## config.mk

```make
export PLATFORM = sky130hd
export DESIGN_NAME = signed_decimal_add_sub_mul
export DESIGN_NICKNAME = d
export VERILOG_FILES = /design/src/rtl/sdasm_pkg.sv /design/src/rtl/sdasm_ctrl.sv /design/src/rtl/sdasm_datapath.sv /design/src/rtl/signed_decimal_add_sub_mul.sv
export VERILOG_INCLUDE_DIRS = /design/src /design/src/rtl
export SDC_FILE = /design/constraint.sdc
export NUM_CORES = 1
export LEC_CHECK = 0
export BUFFER_PORTS_ARGS = -buffer_cell sky130_fd_sc_hd__buf_2
export CAP_MARGIN = 20
export CELL_PAD_IN_SITES_DETAIL_PLACEMENT = 0
export CELL_PAD_IN_SITES_GLOBAL_PLACEMENT = 1
export CORE_MARGIN = 5
export CORE_UTILIZATION = 49
export CTS_BUF_LIST = sky130_fd_sc_hd__clkbuf_4
export CTS_CLUSTER_DIAMETER = 50
export CTS_CLUSTER_SIZE = 28
export DETAILED_ROUTE_END_ITERATION = 8
export GPL_TIMING_DRIVEN = 0
export HOLD_SLACK_MARGIN = 0.05
export PLACE_DENSITY = 0.75
export SLEW_MARGIN = 5
export SYNTH_ARGS = -nofsm -noshare
export SYNTH_HDL_FRONTEND = slang
export SYNTH_SLANG_ARGS = --single-unit
```

## constraint.sdc

```tcl
create_clock -name clk_i -period 7.4 [get_ports clk_i]
set_input_delay 0.37 -clock clk_i [delete_from_list [all_inputs] [get_ports clk_i]]
set_output_delay 0.37 -clock clk_i [all_outputs]
set_load 0.1 [all_outputs]
```

## src/rtl/signed_decimal_add_sub_mul_defines.svh

```systemverilog
// ----------------------------------------------------------------------------
// signed_decimal_add_sub_mul assertion macros
// shared property forms for the decimal arithmetic unit checks
// ----------------------------------------------------------------------------
`ifndef SIGNED_DECIMAL_ADD_SUB_MUL_DEFINES_SVH
`define SIGNED_DECIMAL_ADD_SUB_MUL_DEFINES_SVH

// same-cycle implication, disabled while in reset
`define SDASM_ASSERT_NOW(label, ante, cons, msg) \
  label: assert property (@(posedge clk_i) disable iff (!rst_ni) (ante) |-> (cons)) \
    else $error(msg);

// next-cycle implication, disabled while in reset
`define SDASM_ASSERT_NEXT(label, ante, cons, msg) \
  label: assert property (@(posedge clk_i) disable iff (!rst_ni) (ante) |=> (cons)) \
    else $error(msg);

`endif

```

## src/rtl/sdasm_pkg.sv

```systemverilog
// ----------------------------------------------------------------------------
// sdasm_pkg
// shared constants, command/status types and digit helpers
// ----------------------------------------------------------------------------
`default_nettype none

package sdasm_pkg;

  localparam int NUM_DIGITS_DEF = 16;
  localparam int DIGIT_W        = 4;
  localparam int RADIX          = 10;
  localparam int DIGIT_MAX      = 9;

  localparam logic [1:0] OP_ADD = 2'd0;
  localparam logic [1:0] OP_SUB = 2'd1;
  localparam logic [1:0] OP_MUL = 2'd2;

  typedef struct packed {
    logic store;      // write the accepted digit pair
    logic capture;    // latch operation and signs
    logic step;       // digit step, writes result store
    logic first;      // first step of a row, carry in is zero
    logic row0;       // first multiply row, partial sum is zero
    logic mul_addr;   // multiply addressing
    logic finish;     // latch sign and complement mode
    logic emit_load;  // load the output register
    logic emit_last;  // most significant digit
  } cmd_t;

  typedef struct packed {
    logic is_mul;
  } status_t;

  function automatic logic [DIGIT_W-1:0] sat_digit(input logic [DIGIT_W-1:0] d);
    logic [DIGIT_W-1:0] m;
    m = DIGIT_W'(DIGIT_MAX);
    return (d > m) ? m : d;
  endfunction

  // quotient by ten of a value below 128, reciprocal multiply
  function automatic logic [3:0] div10(input logic [6:0] p);
    logic [14:0] t;
    t = {8'd0, p} * 15'd205;
    return t[14:11];
  endfunction

endpackage

`default_nettype wire

```

## src/rtl/sdasm_ctrl.sv

```systemverilog
// ----------------------------------------------------------------------------
// sdasm_ctrl
// sequencer: operand load, digit steps, emission handshake
// ----------------------------------------------------------------------------
`default_nettype none

module sdasm_ctrl #(
  parameter int NUM_DIGITS = sdasm_pkg::NUM_DIGITS_DEF,
  localparam int IdxW = $clog2(NUM_DIGITS),
  localparam int CntW = $clog2(NUM_DIGITS + 1)
) (
  input  wire                   clk_i,
  input  wire                   rst_ni,
  input  wire                   in_valid_i,
  output logic                  in_stall_o,
  input  wire                   last_pair_i,
  output logic                  out_valid_o,
  input  wire                   out_stall_i,
  input  sdasm_pkg::status_t    status_i,
  output sdasm_pkg::cmd_t       cmd_o,
  output logic [IdxW-1:0]       row_o,
  output logic [IdxW-1:0]       col_o,
  output logic [CntW-1:0]       fill_o
);

  typedef enum logic [2:0] {
    S_LOAD,
    S_READ,
    S_STEP,
    S_FINISH,
    S_EMIT_READ,
    S_EMIT_LOAD,
    S_EMIT_HOLD
  } state_e;

  localparam logic [IdxW-1:0] LastIdx = IdxW'(NUM_DIGITS - 1);
  localparam logic [IdxW:0]   LastSum = (IdxW+1)'(NUM_DIGITS - 1);
  localparam logic [CntW-1:0] FullCnt = CntW'(NUM_DIGITS);

  state_e          state_q;
  logic [IdxW-1:0] row_q;
  logic [IdxW-1:0] col_q;
  logic [CntW-1:0] fill_q;
  logic            out_valid_q;
  logic            in_acc;
  logic            row_end;

  assign in_acc  = in_valid_i && (state_q == S_LOAD);
  assign row_end = ({1'b0, row_q} + {1'b0, col_q}) == LastSum;

  always_comb begin
    cmd_o           = '0;
    cmd_o.store     = in_acc && (fill_q < FullCnt);
    cmd_o.capture   = in_acc && (fill_q == '0);
    cmd_o.step      = (state_q == S_STEP);
    cmd_o.first     = (col_q == '0);
    cmd_o.row0      = (row_q == '0);
    cmd_o.mul_addr  = status_i.is_mul && ((state_q == S_READ) || (state_q == S_STEP));
    cmd_o.finish    = (state_q == S_FINISH);
    cmd_o.emit_load = (state_q == S_EMIT_LOAD);
    cmd_o.emit_last = (col_q == LastIdx);
  end

  always_ff @(posedge clk_i or negedge rst_ni) begin
    if (!rst_ni) begin
      state_q     <= S_LOAD;
      row_q       <= '0;
      col_q       <= '0;
      fill_q      <= '0;
      out_valid_q <= 1'b0;
    end else begin
      case (state_q)
        S_LOAD: begin
          if (in_valid_i) begin
            if (fill_q < FullCnt) begin
              fill_q <= fill_q + CntW'(1);
            end
            if (last_pair_i) begin
              row_q   <= '0;
              col_q   <= '0;
              state_q <= S_READ;
            end
          end
        end
        S_READ: begin
          state_q <= S_STEP;
        end
        S_STEP: begin
          if (row_end) begin
            if (!status_i.is_mul || (row_q == LastIdx)) begin
              state_q <= S_FINISH;
            end else begin
              row_q   <= row_q + IdxW'(1);
              col_q   <= '0;
              state_q <= S_READ;
            end
          end else begin
            col_q   <= col_q + IdxW'(1);
            state_q <= S_READ;
          end
        end
        S_FINISH: begin
          col_q   <= '0;
          fill_q  <= '0;
          state_q <= S_EMIT_READ;
        end
        S_EMIT_READ: begin
          state_q <= S_EMIT_LOAD;
        end
        S_EMIT_LOAD: begin
          out_valid_q <= 1'b1;
          state_q     <= S_EMIT_HOLD;
        end
        S_EMIT_HOLD: begin
          if (!out_stall_i) begin
            out_valid_q <= 1'b0;
            if (col_q == LastIdx) begin
              state_q <= S_LOAD;
            end else begin
              col_q   <= col_q + IdxW'(1);
              state_q <= S_EMIT_READ;
            end
          end
        end
        default: begin
          state_q <= S_LOAD;
        end
      endcase
    end
  end

  assign in_stall_o  = (state_q != S_LOAD);
  assign out_valid_o = out_valid_q;
  assign row_o       = row_q;
  assign col_o       = col_q;
  assign fill_o      = fill_q;

endmodule

`default_nettype wire

```

## src/rtl/sdasm_datapath.sv

```systemverilog
// ----------------------------------------------------------------------------
// sdasm_datapath
// operand and result digit stores, digit alu, output register
// ----------------------------------------------------------------------------
`default_nettype none

module sdasm_datapath #(
  parameter int NUM_DIGITS = sdasm_pkg::NUM_DIGITS_DEF,
  localparam int IdxW = $clog2(NUM_DIGITS),
  localparam int CntW = $clog2(NUM_DIGITS + 1),
  localparam int DW   = sdasm_pkg::DIGIT_W
) (
  input  wire                   clk_i,
  input  wire                   rst_ni,
  input  sdasm_pkg::cmd_t       cmd_i,
  output sdasm_pkg::status_t    status_o,
  input  wire [IdxW-1:0]        row_i,
  input  wire [IdxW-1:0]        col_i,
  input  wire [CntW-1:0]        fill_i,
  input  wire [1:0]             operation_i,
  input  wire [DW-1:0]          a_digit_i,
  input  wire [DW-1:0]          b_digit_i,
  input  wire                   a_negative_i,
  input  wire                   b_negative_i,
  output logic [DW-1:0]         result_digit_o,
  output logic                  result_negative_o,
  output logic                  result_last_o
);

  localparam logic [4:0] Radix5 = 5'(sdasm_pkg::RADIX);
  localparam logic [4:0] Max5   = 5'(sdasm_pkg::DIGIT_MAX);

  logic [DW-1:0] a_mem [NUM_DIGITS];
  logic [DW-1:0] b_mem [NUM_DIGITS];
  logic [DW-1:0] r_mem [NUM_DIGITS];

  logic [1:0]    op_q;
  logic          sa_q;
  logic          sb_q;
  logic [3:0]    carry_q;
  logic          neg_q;
  logic          cmpl_q;

  logic [DW-1:0] a_rd_q;
  logic [DW-1:0] b_rd_q;
  logic [DW-1:0] r_rd_q;
  logic          a_ok_q;
  logic          b_ok_q;
  logic [DW-1:0] dig_q;
  logic          last_q;

  logic [IdxW-1:0] a_addr;
  logic [IdxW-1:0] b_addr;
  logic [IdxW-1:0] r_addr;
  logic [IdxW:0]   mul_idx;
  logic [IdxW-1:0] wr_idx;

  logic          is_mul;
  logic          sb_eff;
  logic          sub_mode;

  logic [DW-1:0] a_v;
  logic [DW-1:0] b_v;
  logic [DW-1:0] r_v;
  logic [3:0]    c_in;
  logic [7:0]    prod;
  logic [6:0]    mul_sum;
  logic [3:0]    mul_q;
  logic [6:0]    mul_rem;
  logic [4:0]    add_sum;
  logic [4:0]    sub_need;
  logic          sub_bor;
  logic [4:0]    sub_diff;
  logic [DW-1:0] step_dig;
  logic [3:0]    step_carry;

  logic [4:0]    em_t;
  logic [4:0]    em_neg;
  logic [DW-1:0] em_dig;
  logic          em_bor;

  assign is_mul   = (op_q == sdasm_pkg::OP_MUL);
  assign sb_eff   = sb_q ^ (op_q == sdasm_pkg::OP_SUB);
  assign sub_mode = (sa_q != sb_eff);
  assign status_o.is_mul = is_mul;

  // partial products land at row + col
  assign mul_idx = {1'b0, row_i} + {1'b0, col_i};
  assign a_addr  = col_i;
  assign b_addr  = cmd_i.mul_addr ? row_i : col_i;
  assign r_addr  = cmd_i.mul_addr ? mul_idx[IdxW-1:0] : col_i;
  assign wr_idx  = fill_i[IdxW-1:0];

  always_comb begin
    a_v  = a_ok_q ? a_rd_q : '0;
    b_v  = b_ok_q ? b_rd_q : '0;
    r_v  = cmd_i.row0 ? '0 : r_rd_q;
    c_in = cmd_i.first ? '0 : carry_q;

    prod    = {4'd0, a_v} * {4'd0, b_v};
    mul_sum = 7'(r_v) + prod[6:0] + 7'(c_in);
    mul_q   = sdasm_pkg::div10(mul_sum);
    mul_rem = mul_sum - 7'(mul_q) * 7'(sdasm_pkg::RADIX);

    add_sum  = 5'(a_v) + 5'(b_v) + 5'(c_in[0]);
    sub_need = 5'(b_v) + 5'(c_in[0]);
    sub_bor  = 5'(a_v) < sub_need;
    sub_diff = sub_bor ? (5'(a_v) + Radix5 - sub_need) : (5'(a_v) - sub_need);

    if (is_mul) begin
      step_dig   = mul_rem[DW-1:0];
      step_carry = mul_q;
    end else if (sub_mode) begin
      step_dig   = sub_diff[DW-1:0];
      step_carry = {3'd0, sub_bor};
    end else if (add_sum > Max5) begin
      step_dig   = 4'(add_sum - Radix5);
      step_carry = 4'd1;
    end else begin
      step_dig   = add_sum[DW-1:0];
      step_carry = 4'd0;
    end

    // ten's complement on the way out when a - b borrowed
    em_t   = 5'(r_rd_q) + 5'(carry_q[0]);
    em_neg = Radix5 - em_t;
    if (!cmpl_q) begin
      em_dig = r_rd_q;
      em_bor = 1'b0;
    end else if (em_t == '0) begin
      em_dig = '0;
      em_bor = 1'b0;
    end else begin
      em_dig = em_neg[DW-1:0];
      em_bor = 1'b1;
    end
  end

  always_ff @(posedge clk_i or negedge rst_ni) begin
    if (!rst_ni) begin
      op_q    <= sdasm_pkg::OP_ADD;
      sa_q    <= 1'b0;
      sb_q    <= 1'b0;
      carry_q <= '0;
      neg_q   <= 1'b0;
      cmpl_q  <= 1'b0;
    end else begin
      if (cmd_i.capture) begin
        op_q <= operation_i;
        sa_q <= a_negative_i;
        sb_q <= b_negative_i;
      end
      if (cmd_i.step) begin
        carry_q <= step_carry;
      end else if (cmd_i.finish) begin
        carry_q <= '0;
        cmpl_q  <= !is_mul && sub_mode && carry_q[0];
        if (is_mul) begin
          neg_q <= sa_q ^ sb_q;
        end else if (sub_mode && carry_q[0]) begin
          neg_q <= sb_eff;
        end else begin
          neg_q <= sa_q;
        end
      end else if (cmd_i.emit_load) begin
        carry_q <= {3'd0, em_bor};
      end
    end
  end

  // digit stores, registered reads; operand slots past the fill count read as zero
  always_ff @(posedge clk_i) begin
    if (cmd_i.store) begin
      a_mem[wr_idx] <= sdasm_pkg::sat_digit(a_digit_i);
      b_mem[wr_idx] <= sdasm_pkg::sat_digit(b_digit_i);
    end
    if (cmd_i.step) begin
      r_mem[r_addr] <= step_dig;
    end
    a_rd_q <= a_mem[a_addr];
    b_rd_q <= b_mem[b_addr];
    r_rd_q <= r_mem[r_addr];
    a_ok_q <= CntW'(a_addr) < fill_i;
    b_ok_q <= CntW'(b_addr) < fill_i;
    if (cmd_i.emit_load) begin
      dig_q  <= em_dig;
      last_q <= cmd_i.emit_last;
    end
  end

  assign result_digit_o    = dig_q;
  assign result_negative_o = neg_q;
  assign result_last_o     = last_q;

endmodule

`default_nettype wire

```

## src/rtl/signed_decimal_add_sub_mul.sv

```systemverilog
// ----------------------------------------------------------------------------
// signed_decimal_add_sub_mul
// signed-magnitude decimal add / subtract / multiply on NUM_DIGITS digits
// ----------------------------------------------------------------------------
//  channel | signals                                  | beat
//  --------+------------------------------------------+---------------------------
//  in      | in_valid_i / in_stall_o, operands, last  | one digit pair, lsd first
//  out     | out_valid_o / out_stall_i, result fields | one result digit, lsd first
//
//  load: one cycle per pair; the pair with last_pair_i starts the operation
//  add/sub: a store read and a digit step per digit, then a finish state
//  mul: a store read and a step per digit product (triangle), then a finish state
//  emit: read, load, hold per digit + out stall; input stalls until last digit
//  async reset clears control only, stores need no clearing
// ----------------------------------------------------------------------------
`default_nettype none

`include "signed_decimal_add_sub_mul_defines.svh"

module signed_decimal_add_sub_mul #(
  parameter int NUM_DIGITS = sdasm_pkg::NUM_DIGITS_DEF
) (
  input  wire        clk_i,
  input  wire        rst_ni,
  input  wire        in_valid_i,
  output logic       in_stall_o,
  input  wire [1:0]  operation_i,
  input  wire [3:0]  a_digit_i,
  input  wire [3:0]  b_digit_i,
  input  wire        a_negative_i,
  input  wire        b_negative_i,
  input  wire        last_pair_i,
  output logic       out_valid_o,
  input  wire        out_stall_i,
  output logic [3:0] result_digit_o,
  output logic       result_negative_o,
  output logic       result_last_o
);

  localparam int IdxW = $clog2(NUM_DIGITS);
  localparam int CntW = $clog2(NUM_DIGITS + 1);

  sdasm_pkg::cmd_t    cmd;
  sdasm_pkg::status_t status;
  logic [IdxW-1:0]    row;
  logic [IdxW-1:0]    col;
  logic [CntW-1:0]    fill;

  sdasm_ctrl #(
    .NUM_DIGITS (NUM_DIGITS)
  ) u_ctrl (
    .clk_i       (clk_i),
    .rst_ni      (rst_ni),
    .in_valid_i  (in_valid_i),
    .in_stall_o  (in_stall_o),
    .last_pair_i (last_pair_i),
    .out_valid_o (out_valid_o),
    .out_stall_i (out_stall_i),
    .status_i    (status),
    .cmd_o       (cmd),
    .row_o       (row),
    .col_o       (col),
    .fill_o      (fill)
  );

  sdasm_datapath #(
    .NUM_DIGITS (NUM_DIGITS)
  ) u_datapath (
    .clk_i             (clk_i),
    .rst_ni            (rst_ni),
    .cmd_i             (cmd),
    .status_o          (status),
    .row_i             (row),
    .col_i             (col),
    .fill_i            (fill),
    .operation_i       (operation_i),
    .a_digit_i         (a_digit_i),
    .b_digit_i         (b_digit_i),
    .a_negative_i      (a_negative_i),
    .b_negative_i      (b_negative_i),
    .result_digit_o    (result_digit_o),
    .result_negative_o (result_negative_o),
    .result_last_o     (result_last_o)
  );

  `SDASM_ASSERT_NOW(a_no_load_while_emit, in_valid_i && !in_stall_o, !out_valid_o, "pair accepted while a result beat is pending")
  `SDASM_ASSERT_NEXT(a_last_pair_stalls, in_valid_i && !in_stall_o && last_pair_i, in_stall_o, "input not stalled after last pair")
  `SDASM_ASSERT_NEXT(a_ready_after_last, out_valid_o && !out_stall_i && result_last_o, !in_stall_o && !out_valid_o, "block not idle after last result beat")
  `SDASM_ASSERT_NEXT(a_sign_steady, out_valid_o && !out_stall_i && !result_last_o, result_negative_o == $past(result_negative_o), "result sign changed within an operation")
  `SDASM_ASSERT_NOW(a_digit_decimal, out_valid_o, result_digit_o <= 4'd9, "result digit is not decimal")

endmodule

`default_nettype wire

```

==> results.py, run 1 <==
metrics = {
    "synthesis": {
        "synth.largest_area_cell": "edfxtp_1",
        "synthTopCellsByArea": "edfxtp_1 (48%), ha_1 (8.4%), mux4_2 (5.9%)",
        "syn_nets": 1038,
        "ys_ff_latch": 238,
        "synth.avg_cell_area_sq_um": 13.37,
        "netlist_area_sq_um": 12250,
        "synth_cells": 916,
        "yosysMostFrequentCell": "edfxtp_1",
        "synthFlopType": "edfxtp_1",
        "yosysTopAreaCellShare_pct": 48.29,
        "yosys_warnings": 0,
        "synth_edf_count": 197,
        "synth_top_cells_by_count": "edfxtp_1 (197), ha_1 (82), inv_1 (77), nand2_1 (63), nor2_1 (57)",
        "ys_types": 64,
        "async_reset_ff_share_pct": 11.34,
        "ys_seq_area_share_pct": 56.10,
    },
    "run": {
        "cap_viol_max_count": 0,
    },
    "global_route": {
        "grt_pass1_wl_microns": 43390,
        "grt_max_degree": 28,
        "grt_pass1_vias": 7694,
        "grt_antenna_before_repair": 2,
        "grt_remaining_overflow": 0,
        "grt_util_all_layers_pct": 19.44,
    },
    "drt": {
        "drt-initial-drc-count": 560,
        "wire_per_inst_microns": 19.88,
        "drcViolationCount": 0,
        "wirelength_microns": 26900,
        "ant_nets": 0,
        "viasPerCell": 5.562,
        "vias": 7525,
        "first_pass_iters": 5,
    },
    "clock_tree": {
        "path_clk_slew_ns": 0.14,
        "cts_sinks": 238,
        "cts-root-buf": "clkbuf_4",
        "htreeDepth": 1,
        "clk_path_buf_depth": 3,
        "cts_made_buffers": 25,
        "cts_tree": "built",
        "clk_latency_ns": 0.69,
    },
    "die": {
        "die_h_microns": 168.1,
        "die_x_microns": 168.1,
        "core_area_sq_um": 24460,
        "row_count": 57,
        "dieArea_sq_um": 28260,
        "io_pins": 25,
        "start_util_pct": 50.07,
    },
    "sta": {
        "slew_violations": 0,
        "slew-limit-headroom_pct": 32.10,
        "whs_ns": 0.1364,
        "worst_slew_pin_slew_ns": 1.016,
        "rsz0062_at_grt": "yes",
        "clock.fmax_ghz": 0.1352,
        "period_minus_slack_ns": 7.397,
        "finalHoldViolCount": 0,
        "finalSetupViolations": 0,
        "skew_ns": 0.04193,
        "worst_slack_ns": 0.002535,
        "fin_crit_sh_pct": 99.97,
    },
    "critical_path": {
        "worst_setup_path_start_kind": "register",
        "cp_data_required_time_ns": 7.85,
        "cp-end-kind": "register",
        "reg2reg_depth": 32,
        "slowest_stage": "fa_1",
        "cpPeakStageDelay_ns": 0.50,
        "critical_path_class": "register to register",
        "worstPathMaxFanout": 16,
        "critical_path_arrival_ns": 7.85,
    },
    "hold_path": {
        "hold_path.class": "primary input to register",
        "min_path_cells": 3,
    },
    "finish": {
        "nets": 1131,
        "syn_to_final_growth_pct": 13.71,
        "seq_area_sq_um": 6884,
        "num-fill-cells": 1980,
        "layout-drive-gt1-share_pct": 22.98,
        "multiInputGateArea_sq_um": 5300,
    },
    "place": {
        "gp_congestion": 0.8360,
        "post-place-ws_ns": -0.9359,
        "numPortBuffers": 24,
        "hpwlAfterDp_microns": 19430,
    },
    "outcome": {
        "status": "finished clean",
    },
}
-- critical path: cells and delay by family (launching register included) --
| family | cells | cell delay [ns] |
|---|---|---|
| AO/OA/AOI/OAI | 6 | 0.92 |
| XOR/XNOR | 5 | 0.95 |
| adder cells (fa/ha/maj) | 13 | 4.19 |
| buffers and inverters | 6 | 0.41 |
| flip-flops | 1 | 0.45 |
| AND/OR/NAND/NOR | 2 | 0.22 |
-- metrics by stage --
| stage | cells | util [%] | TNS (ns) | instance area [sq um] |
|---|---|---|---|---|
| finish | 1353 | 56.94 | 0 | 13930 |
| global route | 1353 | 56.94 | -7.846 | 13930 |
| CTS | 1345 | 56.40 | -0.5686 | 13800 |
| detailed placement | 1266 | 52.68 | -29.42 | 12890 |
| global placement | 1264 | 52.58 | -45.39 | 12860 |
| floorplan | 916 | - | 0 | 12340 |
-- cells by family after synthesis --
logic type,Yosys count,synth area share (%)
AO/OA/AOI/OAI,163,9.326
XOR/XNOR,39,2.789
adder cells (fa/ha/maj),105,12.13
buffers and inverters,106,3.473
flip-flops,238,56.10
multiplexers,57,8.028
AND/OR/NAND/NOR,208,8.151
-- flip-flops by register name, indices dropped and copies added (netlist names), 2 cells and up --
name	flops
u_datapath.op_q	2
u_datapath.b_rd_q	4
u_ctrl.col_o	4
u_datapath.r_rd_q	4
u_datapath.result_digit_o	4
u_datapath.r_mem	64
u_datapath.a_mem	64
u_ctrl.fill_o	5
u_datapath.carry_q	4
u_datapath.b_mem	64
u_datapath.a_rd_q	4
u_ctrl.row_o	4
u_ctrl.state_q	3
-- repair_timing --
item | 4_1_cts | 5_1_grt
setup endpoints to repair | 48 | 32
resized for setup | 55 | 22
pin swaps | 40 | 37
gates cloned | 1 | 0
endpoints found under the hold margin | 33 | 2
setup buffers | 31 | 4
hold buffers | 6 | 2
-- final timing paths --
path                                               from  slack (ns)                      endpoint
max reg2reg                             u_ctrl.col_o[1]       0.003       u_datapath.r_mem[11][3]
min in group asynchronous                        rst_ni        0.26             u_ctrl.state_q[2]
max in group asynchronous                        rst_ni        6.62               u_ctrl.col_o[3]
max                                     u_ctrl.col_o[1]       0.003       u_datapath.r_mem[11][3]
min reg2reg                u_datapath.result_negative_o        0.53  u_datapath.result_negative_o
min                                         last_pair_i        0.14             u_ctrl.state_q[0]
-- layout make-up --
| class | instances | area share (%) |
|---|---|---|
| clock buffers | 26 | 1.401 |
| inverters | 77 | 2.111 |
| flip-flops and latches | 238 | 49.42 |
| diodes | 2 | 0.03593 |
| multi-input cells | 572 | 38.05 |
| repair buffers | 70 | 3.656 |
| clock inverters | 19 | 1.446 |
| plain buffers | 25 | 0.9612 |
| well taps | 324 | 2.911 |
-- per-layer routing --
metal,GRT usage (%),vias up,share of wire (%)
met2,31.34,145,47
met4,4.058,0,1.9
met3,2.743,39,4.0
met1,28.51,3730,47
li1,-,3611,-
met5,0,-,0
-- layout by cell type, fill, tap and decap left out, types with 17 or more instances in the layout --
| cell type | synthesis | final |
|---|---|---|
| edfxtp_1 | 197 | 197 |
| ha_1 | 82 | 70 |
| inv_1 | 77 | 62 |
| nand2_1 | 63 | 57 |
| nor2_1 | 57 | 52 |
| buf_4 | 1 | 35 |
| mux4_2 | 32 | 32 |
| o21ai_0 | 34 | 31 |
| buf_2 | 7 | 29 |
| clkbuf_4 | 0 | 26 |
| xnor2_1 | 25 | 20 |
| fa_1 | 23 | 20 |
| dfrtp_1 | 27 | 19 |
| a21oi_1 | 23 | 18 |
| and2_1 | 21 | 17 |
Power of run 1 is left out: the tool's default activity adds up to more than one toggle a clock period on the data nets, which glitch-free logic cannot reach.
==> run 2: changes to the inputs <==
--- a/config.mk
+++ b/config.mk
@@ -6,19 +6,20 @@
 export SDC_FILE = /design/constraint.sdc
 export NUM_CORES = 1
 export LEC_CHECK = 0
+export ABC_AREA = 1
 export BUFFER_PORTS_ARGS = -buffer_cell sky130_fd_sc_hd__buf_2
 export CAP_MARGIN = 20
 export CELL_PAD_IN_SITES_DETAIL_PLACEMENT = 0
 export CELL_PAD_IN_SITES_GLOBAL_PLACEMENT = 1
 export CORE_MARGIN = 5
-export CORE_UTILIZATION = 49
+export CORE_UTILIZATION = 47
 export CTS_BUF_LIST = sky130_fd_sc_hd__clkbuf_4
 export CTS_CLUSTER_DIAMETER = 50
 export CTS_CLUSTER_SIZE = 28
 export DETAILED_ROUTE_END_ITERATION = 8
 export GPL_TIMING_DRIVEN = 0
 export HOLD_SLACK_MARGIN = 0.05
-export PLACE_DENSITY = 0.75
+export PLACE_DENSITY = 0.76
 export SLEW_MARGIN = 5
 export SYNTH_ARGS = -nofsm -noshare
 export SYNTH_HDL_FRONTEND = slang
==> run 2 against run 1 <==
Against the previous run: first-iteration DRC count fell by 17%; core utilization fell by 2.4 points; global-route usage rose by 0.094 points; non-clock buffer count rose by 9; synthesized area rose by 5.3%; flip-flop and latch count did not move; wire length rose by 12%; critical endpoint is now u_datapath.r_mem[10][3]; sequential share of layout area fell by 2.7 points; the run now ends with negative setup slack left; die area rose by 9.1%; register-to-register slack got worse by 0.09 ns; fmax fell by 1.2%.
==> results.py, run 2 <==
metrics = {
    "clock_tree": {
        "path_clk_slew_ns": 0.14,
        "cts_tree": "built",
        "cts_made_buffers": 29,
        "clk_path_buf_depth": 3,
        "cts_sinks": 238,
        "htreeDepth": 1,
        "clk_latency_ns": 0.71,
        "cts-root-buf": "clkbuf_4",
    },
    "synthesis": {
        "synth_cells": 1299,
        "async_reset_ff_share_pct": 11.34,
        "synth.largest_area_cell": "edfxtp_1",
        "yosys_warnings": 0,
        "yosysTopAreaCellShare_pct": 45.88,
        "synth.avg_cell_area_sq_um": 9.926,
        "synthTopCellsByArea": "edfxtp_1 (46%), nand2_1 (8.4%), ha_1 (8.0%)",
        "synth_edf_count": 197,
        "ys_ff_latch": 238,
        "synthFlopType": "edfxtp_1",
        "netlist_area_sq_um": 12890,
        "syn_nets": 1421,
        "synth_top_cells_by_count": "nand2_1 (287), edfxtp_1 (197), inv_1 (182), nor2_1 (122), nand3_1 (83)",
        "ys_seq_area_share_pct": 53.29,
        "ys_types": 47,
        "yosysMostFrequentCell": "nand2_1",
    },
    "critical_path": {
        "slowest_stage": "fa_1",
        "cp-end-kind": "register",
        "critical_path_class": "register to register",
        "r2r_end": "u_datapath.r_mem[10][3]",
        "worst_setup_path_start_kind": "register",
        "worstPathMaxFanout": 8,
        "cp_data_required_time_ns": 7.88,
        "r2r_setup_slack_ns": -0.09,
        "rr_startpoint": "u_ctrl.col_o[1]",
        "critical_path_arrival_ns": 7.96,
        "startpoint": "u_ctrl.col_o[1]",
        "cpPeakStageDelay_ns": 0.54,
        "crit_top_cell": "nand2_1",
        "reg2reg_depth": 39,
    },
    "die": {
        "die_h_microns": 175.6,
        "dieArea_sq_um": 30850,
        "start_util_pct": 47.84,
        "row_count": 60,
        "core_area_sq_um": 26950,
        "die_x_microns": 175.6,
        "io_pins": 25,
    },
    "global_route": {
        "grt_pass1_vias": 9079,
        "grt_pass1_wl_microns": 47910,
        "grt_max_degree": 28,
        "grt_antenna_before_repair": 1,
        "grt_remaining_overflow": 0,
        "grt_util_all_layers_pct": 19.53,
    },
    "drt": {
        "ant_nets": 0,
        "viasPerCell": 5.153,
        "vias": 9116,
        "top_layer": "met4",
        "met1_length_microns": 13430,
        "first_pass_iters": 5,
        "drcViolationCount": 0,
        "met3_wirelength_microns": 1331,
        "wl_met2_microns": 14410,
        "wirelength_microns": 29990,
        "drt-initial-drc-count": 466,
        "wire_per_inst_microns": 16.95,
    },
    "sta": {
        "slew-limit-headroom_pct": 35.21,
        "worst_slew_pin_slew_ns": 0.9683,
        "whs_ns": 0.1220,
        "clock.fmax_ghz": 0.1336,
        "period_minus_slack_ns": 7.488,
        "finalSetupViolations": 16,
        "skew_ns": 0.03451,
        "fin_crit_sh_pct": 101.2,
        "finalHoldViolCount": 0,
        "worst_slack_ns": -0.08755,
        "slew_violations": 0,
        "rsz0062_at_grt": "yes",
    },
    "run": {
        "cap_viol_max_count": 0,
    },
    "place": {
        "gp_congestion": 0.8339,
        "numPortBuffers": 24,
        "hpwlAfterDp_microns": 21460,
    },
    "outcome": {
        "violations": "negative setup slack",
        "status": "complete, but fails checks",
    },
    "hold_path": {
        "min_path_cells": 5,
        "hold_path.class": "primary input to register",
        "hold_start": "in_valid_i",
        "holdPathEnd": "u_ctrl.fill_o[1]",
    },
    "finish": {
        "nets": 1527,
        "mostFrequentLayoutCell": "nand2_1",
        "largestRegisters": "u_datapath.a_mem (64), u_datapath.b_mem (64), u_datapath.r_mem (64)",
        "num-fill-cells": 2442,
        "layout_common_cells": "nand2_1 (276), edfxtp_1 (197), inv_1 (168), nor2_1 (119), nand3_1 (77)",
        "layout-drive-gt1-share_pct": 17.31,
        "syn_to_final_growth_pct": 14.09,
    },
}
==> run 2: cell types whose count changed after synthesis, moves of 15 or more <==
cell | before | now
nand2_1 | 63 | 287
inv_1 | 77 | 182
nand3_1 | 11 | 83
nor2_1 | 57 | 122
o21ai_0 | 34 | 74
o211ai_1 | 3 | 36
mux4_2 | 32 | 0
and2_1 | 21 | 2
mux2i_1 | 15 | 0
==> run 2: area by class of cell <==
class,instances,area [sq um],share of cell area (%)
plain buffers,24,186.4,1.267
clock buffers,32,240.2,1.633
diodes,1,2.502,0.01701
inverters,189,743.2,5.052
repair buffers,80,575.6,3.913
flip-flops and latches,238,6879,46.76
multi-input cells,842,5416,36.82
repair inverters,1,6.256,0.04253
clock inverters,21,234.0,1.591
well taps,341,426.7,2.900
==> run 2: metal layers <==
layer | global-route usage (%) | vias to the layer above
met5 | 0 | -
met2 | 33.27 | 195
met4 | 5.815 | 0
met3 | 2.669 | 53
met1 | 26.23 | 4288
li1 | - | 4580
==> run 2: cell families (layout without fill, tap and decap cells) <==
kind of cell    after synthesis  in the layout  share of synthesized area (%)
xor+xnor                     27             27                          1.834
buf+inv                     219            347                          7.162
compound gates              176            176                          8.345
fa+ha+maj                   105            105                          11.53
simple gates                534            534                          17.84
other cells                   0              1                              0
flops                       238            238                          53.29
==> run 2: worst max-delay path by stage <==
| stage | to | slack [ns] |
|---|---|---|
| floorplan | u_datapath.r_mem[0][3] | 0.009 |
| global placement | u_datapath.r_mem[12][1] | -1.81 |
| detailed placement | u_datapath.r_mem[2][2] | -1.21 |
| CTS | u_datapath.r_mem[10][3] | -0.02 |
| global route | u_datapath.r_mem[0][3] | -0.50 |
| finish | u_datapath.r_mem[10][3] | -0.09 |
==> run 2: timing repair <==
action,in CTS,in global routing
hold endpoints to repair,34,5
setup buffers,36,8
resized for setup,54,27
hold buffers,6,2
pin swaps,26,24
setup endpoints to repair,49,49
cloned,1,0
==> run 2: metrics by stage <==
stage / setup TNS [ns] / setup WS (ns) / utilization, % / instance area (sq um) / std cells
4_1_cts: -0.1328 / -0.01615 / 54.03 / 14560 / 1759
3_3_place_gp: -62.40 / -1.814 / 50.08 / 13500 / 1664
3_5_place_dp: -49.43 / -1.213 / 50.21 / 13530 / 1667
5_1_grt: -11.36 / -0.5029 / 54.58 / 14710 / 1769
2_1_floorplan: 0 / 0.009209 / - / 12950 / 1299
6_report: -1.180 / -0.08755 / 54.58 / 14710 / 1769
==> run 2: critical path: cells and delay by family, from the launching register on <==
family	cells	cell delay, ns
adders and majority gates	12	4.27
and+or+nand+nor	13	0.98
buffers and inverters	9	0.57
AOI/OAI and AO/OA	3	0.49
DFF	1	0.48
xor gates and xnor gates	2	0.43
Power of run 2 is left out for the same reason.
